`src/hdl/cse_pkg.sv`:
```
// shared types, request codes and character constants for the string literal escaper
`timescale 1ns / 1ps

package cse_pkg;

  // longest expansion of one request, and the width of a count up to it
  localparam int unsigned MAX_RUN = 5;
  localparam int unsigned RUN_W   = $clog2(MAX_RUN + 1);

  // request type codes
  typedef enum logic [1:0] {
    REQ_DATA  = 2'd0,
    REQ_START = 2'd1,
    REQ_END   = 2'd2
  } req_type_t;

  // characters used by the escapes
  localparam logic [7:0] CH_BSLASH  = 8'h5C;
  localparam logic [7:0] CH_DQUOTE  = 8'h22;
  localparam logic [7:0] CH_NEWLINE = 8'h0A;
  localparam logic [7:0] CH_LOWER_N = 8'h6E;
  localparam logic [7:0] CH_LOWER_X = 8'h78;
  localparam logic [7:0] CH_SPACE   = 8'h20;

  // expansion of one request: characters in output order from index 0
  typedef struct packed {
    logic [RUN_W-1:0]          len;
    logic [MAX_RUN-1:0][7:0]   chars;
  } expansion_t;

endpackage

```
`src/hdl/cse_if.sv`:
```
// request and result channel interfaces with valid/ready handshake
`timescale 1ns / 1ps

interface cse_in_if;
  logic       valid;
  logic       ready;
  logic [1:0] req_type;
  logic [7:0] in_byte;

  modport source (output valid, output req_type, output in_byte, input ready);
  modport sink   (input valid, input req_type, input in_byte, output ready);
endinterface

interface cse_out_if;
  logic       valid;
  logic       ready;
  logic [7:0] out_byte;
  logic       last_of_run;

  modport source (output valid, output out_byte, output last_of_run, input ready);
  modport sink   (input valid, input out_byte, input last_of_run, output ready);
endinterface

```
`src/hdl/cse_encode.sv`:
```
// combinational escape table: one request into its run of output characters
`timescale 1ns / 1ps

module cse_encode
  import cse_pkg::*;
(
  input  logic [1:0]  req_type,
  input  logic [7:0]  in_byte,
  output expansion_t  exp
);

  // lowercase hex digit of a nibble
  function automatic logic [7:0] hex_digit(input logic [3:0] nib);
    logic [7:0] ch;
    if (nib < 4'd10) begin
      ch = 8'h30 + {4'h0, nib};
    end else begin
      ch = 8'h57 + {4'h0, nib};
    end
    return ch;
  endfunction

  // letter of a two-character escape, zero when there is none
  function automatic logic [7:0] short_letter(input logic [7:0] b);
    logic [7:0] ch;
    case (b)
      8'h09:     ch = 8'h74; // t
      8'h0B:     ch = 8'h76; // v
      8'h08:     ch = 8'h62; // b
      8'h0D:     ch = 8'h72; // r
      8'h0C:     ch = 8'h66; // f
      8'h07:     ch = 8'h61; // a
      CH_BSLASH: ch = CH_BSLASH;
      CH_DQUOTE: ch = CH_DQUOTE;
      8'h00:     ch = 8'h30; // 0
      default:   ch = 8'h00;
    endcase
    return ch;
  endfunction

  logic [7:0] letter;

  assign letter = short_letter(in_byte);

  // pick the expansion
  always_comb begin
    exp.len   = '0;
    exp.chars = '0;
    case (req_type)
      REQ_START, REQ_END: begin
        exp.len      = RUN_W'(1);
        exp.chars[0] = CH_DQUOTE;
      end
      REQ_DATA: begin
        if (in_byte == CH_NEWLINE) begin
          // newline splits the literal across lines
          exp.len      = RUN_W'(5);
          exp.chars[0] = CH_BSLASH;
          exp.chars[1] = CH_LOWER_N;
          exp.chars[2] = CH_DQUOTE;
          exp.chars[3] = CH_NEWLINE;
          exp.chars[4] = CH_DQUOTE;
        end else if (letter != 8'h00) begin
          exp.len      = RUN_W'(2);
          exp.chars[0] = CH_BSLASH;
          exp.chars[1] = letter;
        end else if (in_byte < CH_SPACE) begin
          exp.len      = RUN_W'(4);
          exp.chars[0] = CH_BSLASH;
          exp.chars[1] = CH_LOWER_X;
          exp.chars[2] = hex_digit(in_byte[7:4]);
          exp.chars[3] = hex_digit(in_byte[3:0]);
        end else begin
          exp.len      = RUN_W'(1);
          exp.chars[0] = in_byte;
        end
      end
      default: begin
        // unused request code gives no characters
        exp.len   = '0;
        exp.chars = '0;
      end
    endcase
  end

endmodule

```
`src/hdl/c_string_literal_escaper_top.sv`:
```
// top level of the C string literal escaper: escape lookup, expansion register and result register
`timescale 1ns / 1ps

// Each request expands into 1 to 5 characters of literal text (an unused request code into
// none), delivered one per cycle unless the result channel stalls, with last_of_run on the
// final one. A request holding n characters occupies the expansion register until all n
// have drained, so plain bytes and quotes go through at one request per cycle while the
// result channel keeps up, and escapes hold off the request channel meanwhile. The rate is
// set by the expansion register, which drains one character per stall-free cycle into the
// result register, which lets a new request be taken while the previous character waits.

module c_string_literal_escaper_top
  import cse_pkg::*;
(
  input  logic          clk,
  input  logic          rst_n,
  cse_in_if.sink        in_ch,
  cse_out_if.source     out_ch
);

  expansion_t              enc;
  logic                    exp_v_r, exp_v_nxt;
  logic [RUN_W-1:0]        rem_r, rem_nxt;
  logic [MAX_RUN-1:0][7:0] chars_r, chars_nxt;
  logic                    out_v_r, out_v_nxt;
  logic [7:0]              out_byte_r, out_byte_nxt;
  logic                    last_r, last_nxt;
  logic                    out_ok, emit, exp_done, in_rdy, in_fire;

  // escape lookup
  cse_encode u_encode (
    .req_type (in_ch.req_type),
    .in_byte  (in_ch.in_byte),
    .exp      (enc)
  );

  // handshake
  assign out_ok   = !out_v_r || out_ch.ready;
  assign emit     = exp_v_r && out_ok;
  assign exp_done = emit && (rem_r == RUN_W'(1));
  assign in_rdy   = !exp_v_r || exp_done;
  assign in_fire  = in_ch.valid && in_rdy;

  // expansion register: load on request, shift out one character per emit
  always_comb begin
    exp_v_nxt = exp_v_r;
    rem_nxt   = rem_r;
    chars_nxt = chars_r;
    if (emit) begin
      rem_nxt   = rem_r - RUN_W'(1);
      chars_nxt = {8'h00, chars_r[MAX_RUN-1:1]};
      if (exp_done) begin
        exp_v_nxt = 1'b0;
      end
    end
    if (in_fire && (enc.len != '0)) begin
      exp_v_nxt = 1'b1;
      rem_nxt   = enc.len;
      chars_nxt = enc.chars;
    end
  end

  // result register
  always_comb begin
    out_v_nxt    = out_v_r;
    out_byte_nxt = out_byte_r;
    last_nxt     = last_r;
    if (emit) begin
      out_v_nxt    = 1'b1;
      out_byte_nxt = chars_r[0];
      last_nxt     = (rem_r == RUN_W'(1));
    end else if (out_ch.ready) begin
      out_v_nxt = 1'b0;
    end
  end

  // registers
  always_ff @(posedge clk) begin
    if (!rst_n) begin
      exp_v_r <= 1'b0;
      rem_r   <= '0;
      out_v_r <= 1'b0;
    end else begin
      exp_v_r <= exp_v_nxt;
      rem_r   <= rem_nxt;
      out_v_r <= out_v_nxt;
    end
    chars_r    <= chars_nxt;
    out_byte_r <= out_byte_nxt;
    last_r     <= last_nxt;
  end

  // ports
  assign in_ch.ready        = in_rdy;
  assign out_ch.valid       = out_v_r;
  assign out_ch.out_byte    = out_byte_r;
  assign out_ch.last_of_run = last_r;

  // checks
  a_rem_nonzero: assert property (@(posedge clk) disable iff (!rst_n)
    exp_v_r |-> (rem_r != '0))
    else $error("expansion register valid with no characters left");

  a_hold_off: assert property (@(posedge clk) disable iff (!rst_n)
    (exp_v_r && (rem_r > RUN_W'(1))) |-> !in_ch.ready)
    else $error("request taken while an expansion is still draining");

  a_load: assert property (@(posedge clk) disable iff (!rst_n)
    (in_fire && (enc.len != '0)) |=> (exp_v_r && (rem_r == $past(enc.len))))
    else $error("accepted request not loaded into expansion register");

  a_last_flag: assert property (@(posedge clk) disable iff (!rst_n)
    emit |=> (out_ch.valid && (out_ch.last_of_run == ($past(rem_r) == RUN_W'(1)))))
    else $error("last_of_run does not match the end of the run");

endmodule

```
`src/flat_wrapper.sv`:
```
// flat-port wrapper written by rule: the top's interface ports become plain ports
module c_string_literal_escaper_top_flat import cse_pkg::*;
  (clk, rst_n, in_ch_valid, in_ch_req_type, in_ch_in_byte, in_ch_ready, out_ch_valid, out_ch_out_byte, out_ch_last_of_run, out_ch_ready);
  cse_in_if in_ch_i ();
  cse_out_if out_ch_i ();
  input  logic clk;
  input  logic rst_n;
  input wire logic [$bits(in_ch_i.valid)-1:0] in_ch_valid;
  input wire logic [$bits(in_ch_i.req_type)-1:0] in_ch_req_type;
  input wire logic [$bits(in_ch_i.in_byte)-1:0] in_ch_in_byte;
  output wire logic [$bits(in_ch_i.ready)-1:0] in_ch_ready;
  output wire logic [$bits(out_ch_i.valid)-1:0] out_ch_valid;
  output wire logic [$bits(out_ch_i.out_byte)-1:0] out_ch_out_byte;
  output wire logic [$bits(out_ch_i.last_of_run)-1:0] out_ch_last_of_run;
  input wire logic [$bits(out_ch_i.ready)-1:0] out_ch_ready;
  assign in_ch_i.valid = in_ch_valid;
  assign in_ch_i.req_type = in_ch_req_type;
  assign in_ch_i.in_byte = in_ch_in_byte;
  assign in_ch_ready = in_ch_i.ready;
  assign out_ch_valid = out_ch_i.valid;
  assign out_ch_out_byte = out_ch_i.out_byte;
  assign out_ch_last_of_run = out_ch_i.last_of_run;
  assign out_ch_i.ready = out_ch_ready;
  c_string_literal_escaper_top u_core (.clk(clk), .rst_n(rst_n), .in_ch(in_ch_i), .out_ch(out_ch_i));
endmodule
```
`config.mk`:
```
export PLATFORM = sky130hd
export DESIGN_NAME = c_string_literal_escaper_top_flat
export DESIGN_NICKNAME = d
export VERILOG_FILES = /design/src/hdl/cse_pkg.sv /design/src/hdl/cse_if.sv /design/src/hdl/cse_encode.sv /design/src/hdl/c_string_literal_escaper_top.sv /design/src/flat_wrapper.sv
export SDC_FILE = /design/constraint.sdc
export NUM_CORES = 1
export LEC_CHECK = 0
export ABC_AREA = 1
export BUFFER_PORTS_ARGS = -buffer_cell sky130_fd_sc_hd__clkbuf_2
export CORE_ASPECT_RATIO = 1.1
export CORE_MARGIN = 4
export CORE_UTILIZATION = 59
export DETAILED_ROUTE_END_ITERATION = 10
export PLACE_DENSITY = 0.8
export SYNTH_ARGS = -nofsm -noshare
export SYNTH_HDL_FRONTEND = slang
export SYNTH_SLANG_ARGS = --single-unit
```
`constraint.sdc`:
```
create_clock -name clk -period 4.4 [get_ports clk]
set_clock_uncertainty 0.2 [all_clocks]
set_input_delay 0.88 -clock clk [delete_from_list [all_inputs] [get_ports clk]]
set_output_delay 0.88 -clock clk [all_outputs]
set_load 0.005 [all_outputs]
```
Word level (Yosys, flattened, before mapping)
Index checks and enable logic that the tools add are counted.

$add $sub $neg: 5. Magnitude comparators: 3. Equal/unequal tests: 12. Muxes and demuxes: 24. Reduce and logical (&&, ||, !) cells: 17.

Operator list (number): two-way mux 40 bit (2); one-hot mux 7 bit (9 select lines) (1); == test 8 x 4 -> 1 bit, second input constant (6); two-way mux 16 bit (2); two-way mux 32 bit (1); two-way mux 30 bit (1); two-way mux 24 bit (1); two-way mux 8 bit (3); adder 7 x 4 -> 8 bit, first input constant (2); one-hot mux 8 bit (2 select lines) (1); two-way mux 3 bit (5); adder 6 x 4 -> 7 bit, first input constant (2); == test 8 x 3 -> 1 bit, second input constant (1); == test 8 x 6 -> 1 bit, second input constant (1); == test 8 x 7 -> 1 bit, second input constant (1); logical NOT 8 bit (1); < comparator 4 bit, second input constant (2); < comparator 8 x 6 -> 1 bit, second input constant (1); nonzero test 8 bit (1); two-way mux 6 bit (1); one-hot mux 3 bit (2 select lines) (1); nonzero test 2 bit (3); two-way mux 1 bit (5); logical AND 1 bit (4); other kinds (10) (12).

Bits in registers: 54. Input bits: 14. Output and inout port bits: 11. Logic and storage cells: 71.

Depth between registers and ports, before layout
Gate-level depths: netlist of the first run.

Depth after elaboration: 10. Depth in mapped cells: 14.

Modules after synthesis
A second synthesis of the first run with hierarchy kept.

Cells, all modules: 366. Area total of the unflattened synthesis: 3144.3 sq um.

Modules (own cells, without submodules): c_string_literal_escaper_top (times used 1, cells each 213, area an instance 2313.5 sq um, sequential area each 1571.5 sq um); cse_encode (times used 1, cells each 153, area an instance 830.8 sq um, sequential area each 0.0 sq um).

Worst setup path before layout of the first run
No wires, ideal clock.

Path type: input -> register. Start: in in_ch_req_type[0]. End: reg u_core.rem_r[0]. Library setup time: 0.123 ns. Data arrival time: 2.476 ns. Setup slack: 1.601 ns. Stages on the path: 7. Buffers on the path: 0. Path through: ha_1 nor2_1 nand2_4 nand2_1 o211ai_1 a21oi_1 nor2_1.

Longest elaborated chain between the ends: 6. Elaborated cells on any way between the ends: 9. Classes of those cells: 2 x eq/ne; 2 x mux; 5 x reduce/logical.

RTL lines: from (decl) (RTL line flat_wrapper.sv:9) `input wire logic [$bits(in_ch_i.req_type)-1:0] in_ch_req_type;`; == test 2 x 1 -> 1 bit or == test 2 bit (tied branches) (RTL line cse_encode.sv:49) `case (req_type)`; OR reduction 2 bit (RTL line cse_encode.sv:49); one-hot mux 3 bit (2 select lines) * (RTL line cse_encode.sv:49); nonzero test 3 bit (RTL line c_string_literal_escaper_top.sv:56) `if (in_fire && (enc.len != '0)) begin`; logical AND 1 bit (RTL line c_string_literal_escaper_top.sv:56); two-way mux 3 bit or nonzero test 2 bit (tied branches); to (signal assigned) (RTL line c_string_literal_escaper_top.sv:85) `rem_r <= rem_nxt;`; to (decl) (RTL line c_string_literal_escaper_top.sv:23) `logic [RUN_W-1:0] rem_r, rem_nxt;`.

Mark *: on every way between the ends. The rest lies on a longest branch, timed or not. A chain may end at the register's enable or synchronous reset.

Worst setup path after layout of the first run
Start: in in_ch_req_type[0]. End: reg u_core.chars_r[30] (netlist bit), enable pin.

Longest elaborated chain between the ends: 6. Elaborated cells on any way between the ends: 8. Classes of those cells: 2 x eq/ne; 1 x mux; 5 x reduce/logical.

RTL lines: == test 2 x 1 -> 1 bit or == test 2 bit (tied branches) (RTL line cse_encode.sv:49); OR reduction 2 bit (RTL line cse_encode.sv:49); one-hot mux 3 bit (2 select lines) * (RTL line cse_encode.sv:49); nonzero test 3 bit * (RTL line c_string_literal_escaper_top.sv:56); logical AND 1 bit * (RTL line c_string_literal_escaper_top.sv:56); nonzero test 2 bit (no source line) *; to (signal assigned) (RTL line c_string_literal_escaper_top.sv:88) `chars_r <= chars_nxt;`; to (decl) (RTL line c_string_literal_escaper_top.sv:24) `logic [MAX_RUN-1:0][7:0] chars_r, chars_nxt;`.

Marked as above.

==> results by group, run 1 <==
Clocking
  – Clk buf depth: 2
  – Depth of the CTS H-tree: 2
  – CTS Root Cell: clkbuf_8
  – Post-CTS Hold Buffers: 0
  – Post-CTS Resized: 0
  – Clk pin slew, worst setup/hold paths: 0.08 ns
  – CTS Buf Count: 5
  – Post-CTS Setup Bufs: 0
  – TritonCTS clock tree: yes
  – # clock sinks: 44
  – Worst-Skew Late Latency: 0.30 ns

Detailed routing
  – Detailed Route WL: 4450 um
  – Routed len/inst: 13.8 um
  – Drt first pass iters: 4
  – Vias/cell: 5.31
  – Residual DRC count: 0
  – Drt first-iter violations: 139
  – Via Count: 1,709
  – Antenna-violating nets left: 0

GRT
  – First-pass GRT wire length: 7300 um
  – Largest net degree at the start of global routing: 26
  – Vias in the first global route: 1,665
  – Initial antenna violation count: 0
  – Total track usage: 0.198
  – Total congestion overflow: 0

Final layout
  – Share of cells above drive strength 1: 0.250
  – Layout Cells excl Fill: 322
  – Finished Cell Area: 2660 sq um
  – Post-layout util: 0.704
  – Final nets: 298
  – Area Growth Syn to Fin: 11.2%
  – # diodes: 0

Floorplanning
  – Num rows: 23
  – Horiz. Die Dim: 68.7 um
  – Initial Utilization: 0.633
  – I/O Pins: 25
  – Die height: 74.7 um
  – Die area: 5130 sq um
  – CORE AREA: 3770 sq um

Logic synthesis
  – Sequential element share of the synthesized area: 0.532
  – Post-Syn Area: 2390 sq um
  – Count of cell types in the netlist: 30
  – Synthesized flop and latch total: 44
  – Synth warn: 0
  – Syn nets: 270
  – Post-Syn Area per Cell: 9.82 sq um
  – Gate count after technology mapping: 243

Worst setup path
  – Crit start category: input pin
  – Critical Path Sink Type: flip-flop
  – Critical-path cell list: clkbuf_2 -> ha_1 -> nor2_1 -> nand2_4 -> nand2_1 -> buf_4
  – Worst path max stage delay: 0.63 ns
  – Crit path buf inv count: 2
  – Worst Path Required: 4.19 ns
  – Max FO, Critical Path: 25
  – Slowest stage cell on the critical path: nand2_1
  – CP delay by family, top: simple AND/OR/NAND/NOR gates
  – Crit Path Category: input pin to flip-flop
  – Arr. time, crit path: 2.56 ns

STA
  – Fin crit share: 0.630
  – Unrepaired setup endpoints after global routing: no
  – Final hold vios: 0
  – Worst-margin pin slew: 0.755 ns
  – Relative slew slack: 0.495
  – Final WS setup: 1.63 ns
  – Setup TNS: 0 ns
  – Final setup viols: 0
  – Hold slack: 0.224 ns
  – Crit path time final: 2.77 ns
  – Pins Over Slew Limit: 0
  – Fmax: 0.361 GHz

Worst hold path
  – Min-delay worst type: flip-flop to flip-flop

Job
  – Total of max-cap violations: 0

Placement
  – GP Congestion: 0.871
  – Post-DP HPWL: 3370 um
  – IO buf count: 24
  – DP Cell Count: 314
  – Pre-CTS WS: 1.31 ns
  – Placed Area: 2550 sq um

Power and ir drop
  – Static leakage: 1.23 nW
  – PD cells: 374 nW/um^2
  – Maximum vdd drop: 0.000233 V
  – Total power: 992 uW

Run status
  – Status: completed
## layer usage
metal	vias up	global-route usage	share of wire
li1	857	-	-
met3	16	0.0463	0.059
met2	53	0.339	0.51
met4	0	0.128	0.034
met1	783	0.216	0.39
met5	-	0	0
## cell type report
cell class / count / area, sq um
Clock buffer: 6 / 72.6
Clock inverter: 2 / 35.0
Fill cell: 284 / 1110
Inverter: 35 / 131
Multi-Input combinational cell: 160 / 955
Sequential cell: 44 / 1270
Tap cell: 50 / 62.6
Timing Repair Buffer: 25 / 128
## synth_stat cells (all sizes together)
master  instances  area share
o31ai           1      0.0052
buf             2      0.0094
o21a            1      0.0031
nand3b          1      0.0031
ha             13       0.068
nand2          62        0.11
xor2            1      0.0037
dfxtp           5       0.042
nor3            1      0.0021
o211ai          4       0.013
nand4           3      0.0079
clkbuf          2      0.0031
o21ai          12       0.028
a22oi           1      0.0031
a21oi          13       0.034
nand3          15       0.047
edfxtp         39        0.49
nor2           32       0.072
inv            35       0.055
## state kept, by name (all words and copies together), names as in the netlist
register / cells
u_core.out_ch.valid: 1
u_core.rem_r: 3
u_core.out_ch.out_byte: 8
u_core.out_ch.last_of_run: 1
u_core.chars_r: 30
u_core.exp_v_r: 1
## logic make-up after synthesis
kind of cell    Yosys count  share of synthesized area
compound gates           32                     0.0860
xor+xnor                  1                    0.00367
fa+ha+maj                13                     0.0681
buf+inv                  39                     0.0676
flops                    44                      0.532
simple gates            114                      0.242
## worst register-to-register path, stage by stage, from the launching register on
cell and delay (ns):
dfxtp_1 0.38, ha_1 0.16, inv_1 0.04, nor2_2 0.10, nand2_1 0.07, nand2_2 0.10
nand2_4 0.18, nand2_1 0.63, buf_4 0.37
## worst paths after layout
| check | start | endpoint | slack [ns] | cells past startpoint |
|---|---|---|---|---|
| worst min-delay path | u_core.chars_r[3] | u_core.out_ch.out_byte[3] | 0.22 | 0 |
| worst max register to register | u_core.rem_r[0] | u_core.chars_r[30] | 1.86 | 8 |
| worst max-delay path | in_ch_req_type[0] | u_core.chars_r[30] | 1.63 | 6 |
| worst min register to register | u_core.chars_r[3] | u_core.out_ch.out_byte[3] | 0.22 | 0 |
## cell usage in the layout, fill, tap and decap left out, drive strengths merged
cell     n
a22oi    1
o211ai   4
nand2   62
edfxtp  39
a21oi   13
ha      13
xor2     1
o21ai   12
clkinv   1
o31ai    1
bufinv   1
nor3     1
nor2    32
inv     35
dfxtp    5
nand3   15
clkbuf  30
buf      1
o21a     1
nand4    3
nand3b   1
## power breakdown
group / leakage (nW) / internal (mW) / switching, mW
combinational: 0.743 / 0.0494 / 0.0965
clock: 0.0552 / 0.168 / 0.135
sequential: 0.427 / 0.526 / 0.0171
No activity file was read; power rests on OpenSTA's default activity.
==> inputs of run 2 (changes only) <==
CORE_UTILIZATION = 58   (was 59)
PLACE_DENSITY = 0.79   (was 0.8)
clock period = 2.6 ns   (was 4.4 ns; I/O delays follow)
==> run 2 against run 1 <==
  * Core utilization fell by 3.0 points
  * Worst setup slack worse by 1.2 ns
  * Worst hold slack got worse by 0.00051 ns
  * Non-clock buffer count up 2
  * Wire length is 0.43% lower
  * Largest cell class unchanged
  * Critical path depth is 7 higher
  * Largest power group unchanged
  * Highest routed layer unchanged
  * Cell area grew 0.61%
  * Count of clock-buffer cells in the layout increased by 1
  * Critical path type unchanged
==> results by group, run 2 (synthesis gave the netlist of run 1 again) <==
Placement
  – GP Congestion: 0.990
  – Placed Area: 2580 sq um
  – IO buf count: 24
  – Post-DP HPWL: 3450 um

Worst setup path
  – Worst Setup EP: u_core.chars_r[6]
  – Cells on worst reg2reg path: 11
  – Critical Path Sink Type: flip-flop
  – Reg2reg start: u_core.rem_r[0]
  – Max FO, Critical Path: 5
  – Worst path max stage delay: 0.26 ns
  – Stages on worst setup path: 13
  – Crit start category: input pin
  – Critical Path Start: in_ch_in_byte[0]
  – Critical-path cell list: clkbuf_2 -> inv_1 -> ha_1 -> inv_1 -> nor2_1 -> nand3_1 -> nand2_1 -> nor2_4 -> nand3_4 -> inv_2 -> nand2_2 -> o21ai_1 -> nand2_1
  – Reg2reg end: u_core.chars_r[0]
  – CP delay by family, top: simple AND/OR/NAND/NOR gates
  – Arr. time, crit path: 2.01 ns
  – Slowest stage cell on the critical path: ha_1
  – Crit Path Category: input pin to flip-flop
  – Worst Path Required: 2.44 ns
  – Reg-to-reg setup timing slack: 0.55 ns
  – Crit path buf inv count: 4

Final layout
  – Biggest register: u_core.chars_r
  – # diodes: 0
  – Share of cells above drive strength 1: 0.255
  – Finished Cell Area: 2670 sq um
  – Multi-input gate area: 955 sq um
  – Fillers: 341
  – Final nets: 300
  – Max reg flops: 30
  – Commonest non-fill, non-tap cell in the layout: nand2_1
  – Most frequent cells in the layout: nand2_1, edfxtp_1, inv_1
  – Register area: 1270 sq um
  – Area Growth Syn to Fin: 11.9%

Floorplanning
  – I/O Pins: 25
  – CORE AREA: 3960 sq um
  – Horiz. Die Dim: 69.2 um
  – Die height: 75.3 um
  – Initial Utilization: 0.602
  – Die area: 5210 sq um
  – Num rows: 24

Clocking
  – Post-CTS Setup Bufs: 0
  – Worst-Skew Late Latency: 0.29 ns
  – CTS Buf Count: 5
  – Post-CTS Resized: 0
  – # clock sinks: 44
  – Depth of the CTS H-tree: 2
  – Clk pin slew, worst setup/hold paths: 0.08 ns
  – Clk buf depth: 2
  – Post-CTS Hold Buffers: 0
  – TritonCTS clock tree: yes
  – CTS Root Cell: clkbuf_8

GRT
  – Total congestion overflow: 0
  – First-pass GRT wire length: 7040 um
  – Total track usage: 0.174
  – Initial antenna violation count: 0
  – Met1 Track Usage GR: 0.205
  – Largest net degree at the start of global routing: 37
  – GR peak layer: met2
  – Met3 GRT Util: 0.0280
  – Vias in the first global route: 1,544
  – Grt met2 use: 0.327

STA
  – Final hold vios: 0
  – Worst-margin pin slew: 0.485 ns
  – Pins Over Slew Limit: 0
  – Unrepaired setup endpoints after global routing: no
  – Fmax: 0.460 GHz
  – Setup TNS: 0 ns
  – Final setup viols: 0
  – Fin crit share: 0.836
  – Relative slew slack: 0.673
  – Crit path time final: 2.17 ns
  – Hold slack: 0.223 ns

Detailed routing
  – Detailed Route WL: 4430 um
  – Drt first-iter violations: 86
  – Routed len/inst: 13.6 um
  – Via Count: 1,678
  – Vias/cell: 5.15
  – Antenna-violating nets left: 0
  – Drt first pass iters: 4
  – Residual DRC count: 0

Power and ir drop
  – Clock power share: 0.268
  – Static leakage: 1.23 nW
  – PD cells: 603 nW/um^2
  – Cell Int Power: 1.20 mW
  – Switching Fraction: 0.256
  – Psw: 413 uW
  – Maximum vdd drop: 0.000555 V
  – Sequential power share: 0.569
  – Gate power share: 0.163
  – Total power: 1.61 mW

Run status
  – Status: completed

Worst hold path
  – Min-delay worst type: flip-flop to flip-flop

Job
  – Total of max-cap violations: 0
## run 2: metrics by stage
stage           util  cells  setup WS [ns]
2_1_floorplan      -    243          0.161
3_3_place_gp   0.650    318          0.153
3_5_place_dp   0.650    318          0.123
4_1_cts        0.674    326          0.427
5_1_grt        0.674    326          0.315
6_report       0.674    326          0.427
## run 2: worst min path at each step
stage | endpoint | start | depth (start not counted) | slack [ns]
final | u_core.out_ch.out_byte[1] | u_core.chars_r[1] | 0 | 0.22
after global routing | u_core.out_ch.out_byte[0] | u_core.chars_r[0] | 0 | 0.23
after CTS | u_core.out_ch.out_byte[1] | u_core.chars_r[1] | 0 | 0.22
after detailed placement | u_core.out_ch.out_byte[1] | u_core.chars_r[1] | 0 | 0.21
after global placement | u_core.out_ch.out_byte[5] | u_core.chars_r[5] | 0 | 0.20
after floorplan | u_core.out_ch.out_byte[0] | u_core.chars_r[0] | 0 | 0.20
## run 2: final cells by class
| class | instances | area share |
|---|---|---|
| clock buffer | 7 | 0.0323 |
| clock inverter | 1 | 0.00281 |
| inverter | 35 | 0.0492 |
| multi-input combinational | 160 | 0.357 |
| sequential | 44 | 0.476 |
| tap | 52 | 0.0244 |
| timing repair buffer | 27 | 0.0581 |
## run 2: power by group through the flow
| stage | sequential (mW) | clock [mW] | combinational, mW |
|---|---|---|---|
| global placement | 0.929 | 0 | 0.257 |
| finish | 0.916 | 0.432 | 0.262 |
| detailed placement | 0.933 | 0 | 0.262 |
| CTS | 0.917 | 0.439 | 0.264 |
| global route | 0.924 | 0.462 | 0.295 |
| floorplan | 0.929 | 0 | 0.176 |
## run 2: worst register-to-register path, cell delays in order (launching register included)
cell and delay (ns):
dfxtp_1 0.39, ha_1 0.17, inv_1 0.05, nor2_2 0.09, nand2_1 0.07, nand2_2 0.10
nand2_4 0.12, nor2_8 0.16, nand2_2 0.10, nor2_2 0.10, inv_1 0.09, o31ai_2 0.24
## run 2: routing by layer
| metal | part of all wire | vias up |
|---|---|---|
| met1 | 0.42 | 772 |
| met2 | 0.54 | 38 |
| li1 | - | 861 |
| met5 | 0 | - |
| met3 | 0.034 | 7 |
| met4 | 0.013 | 0 |
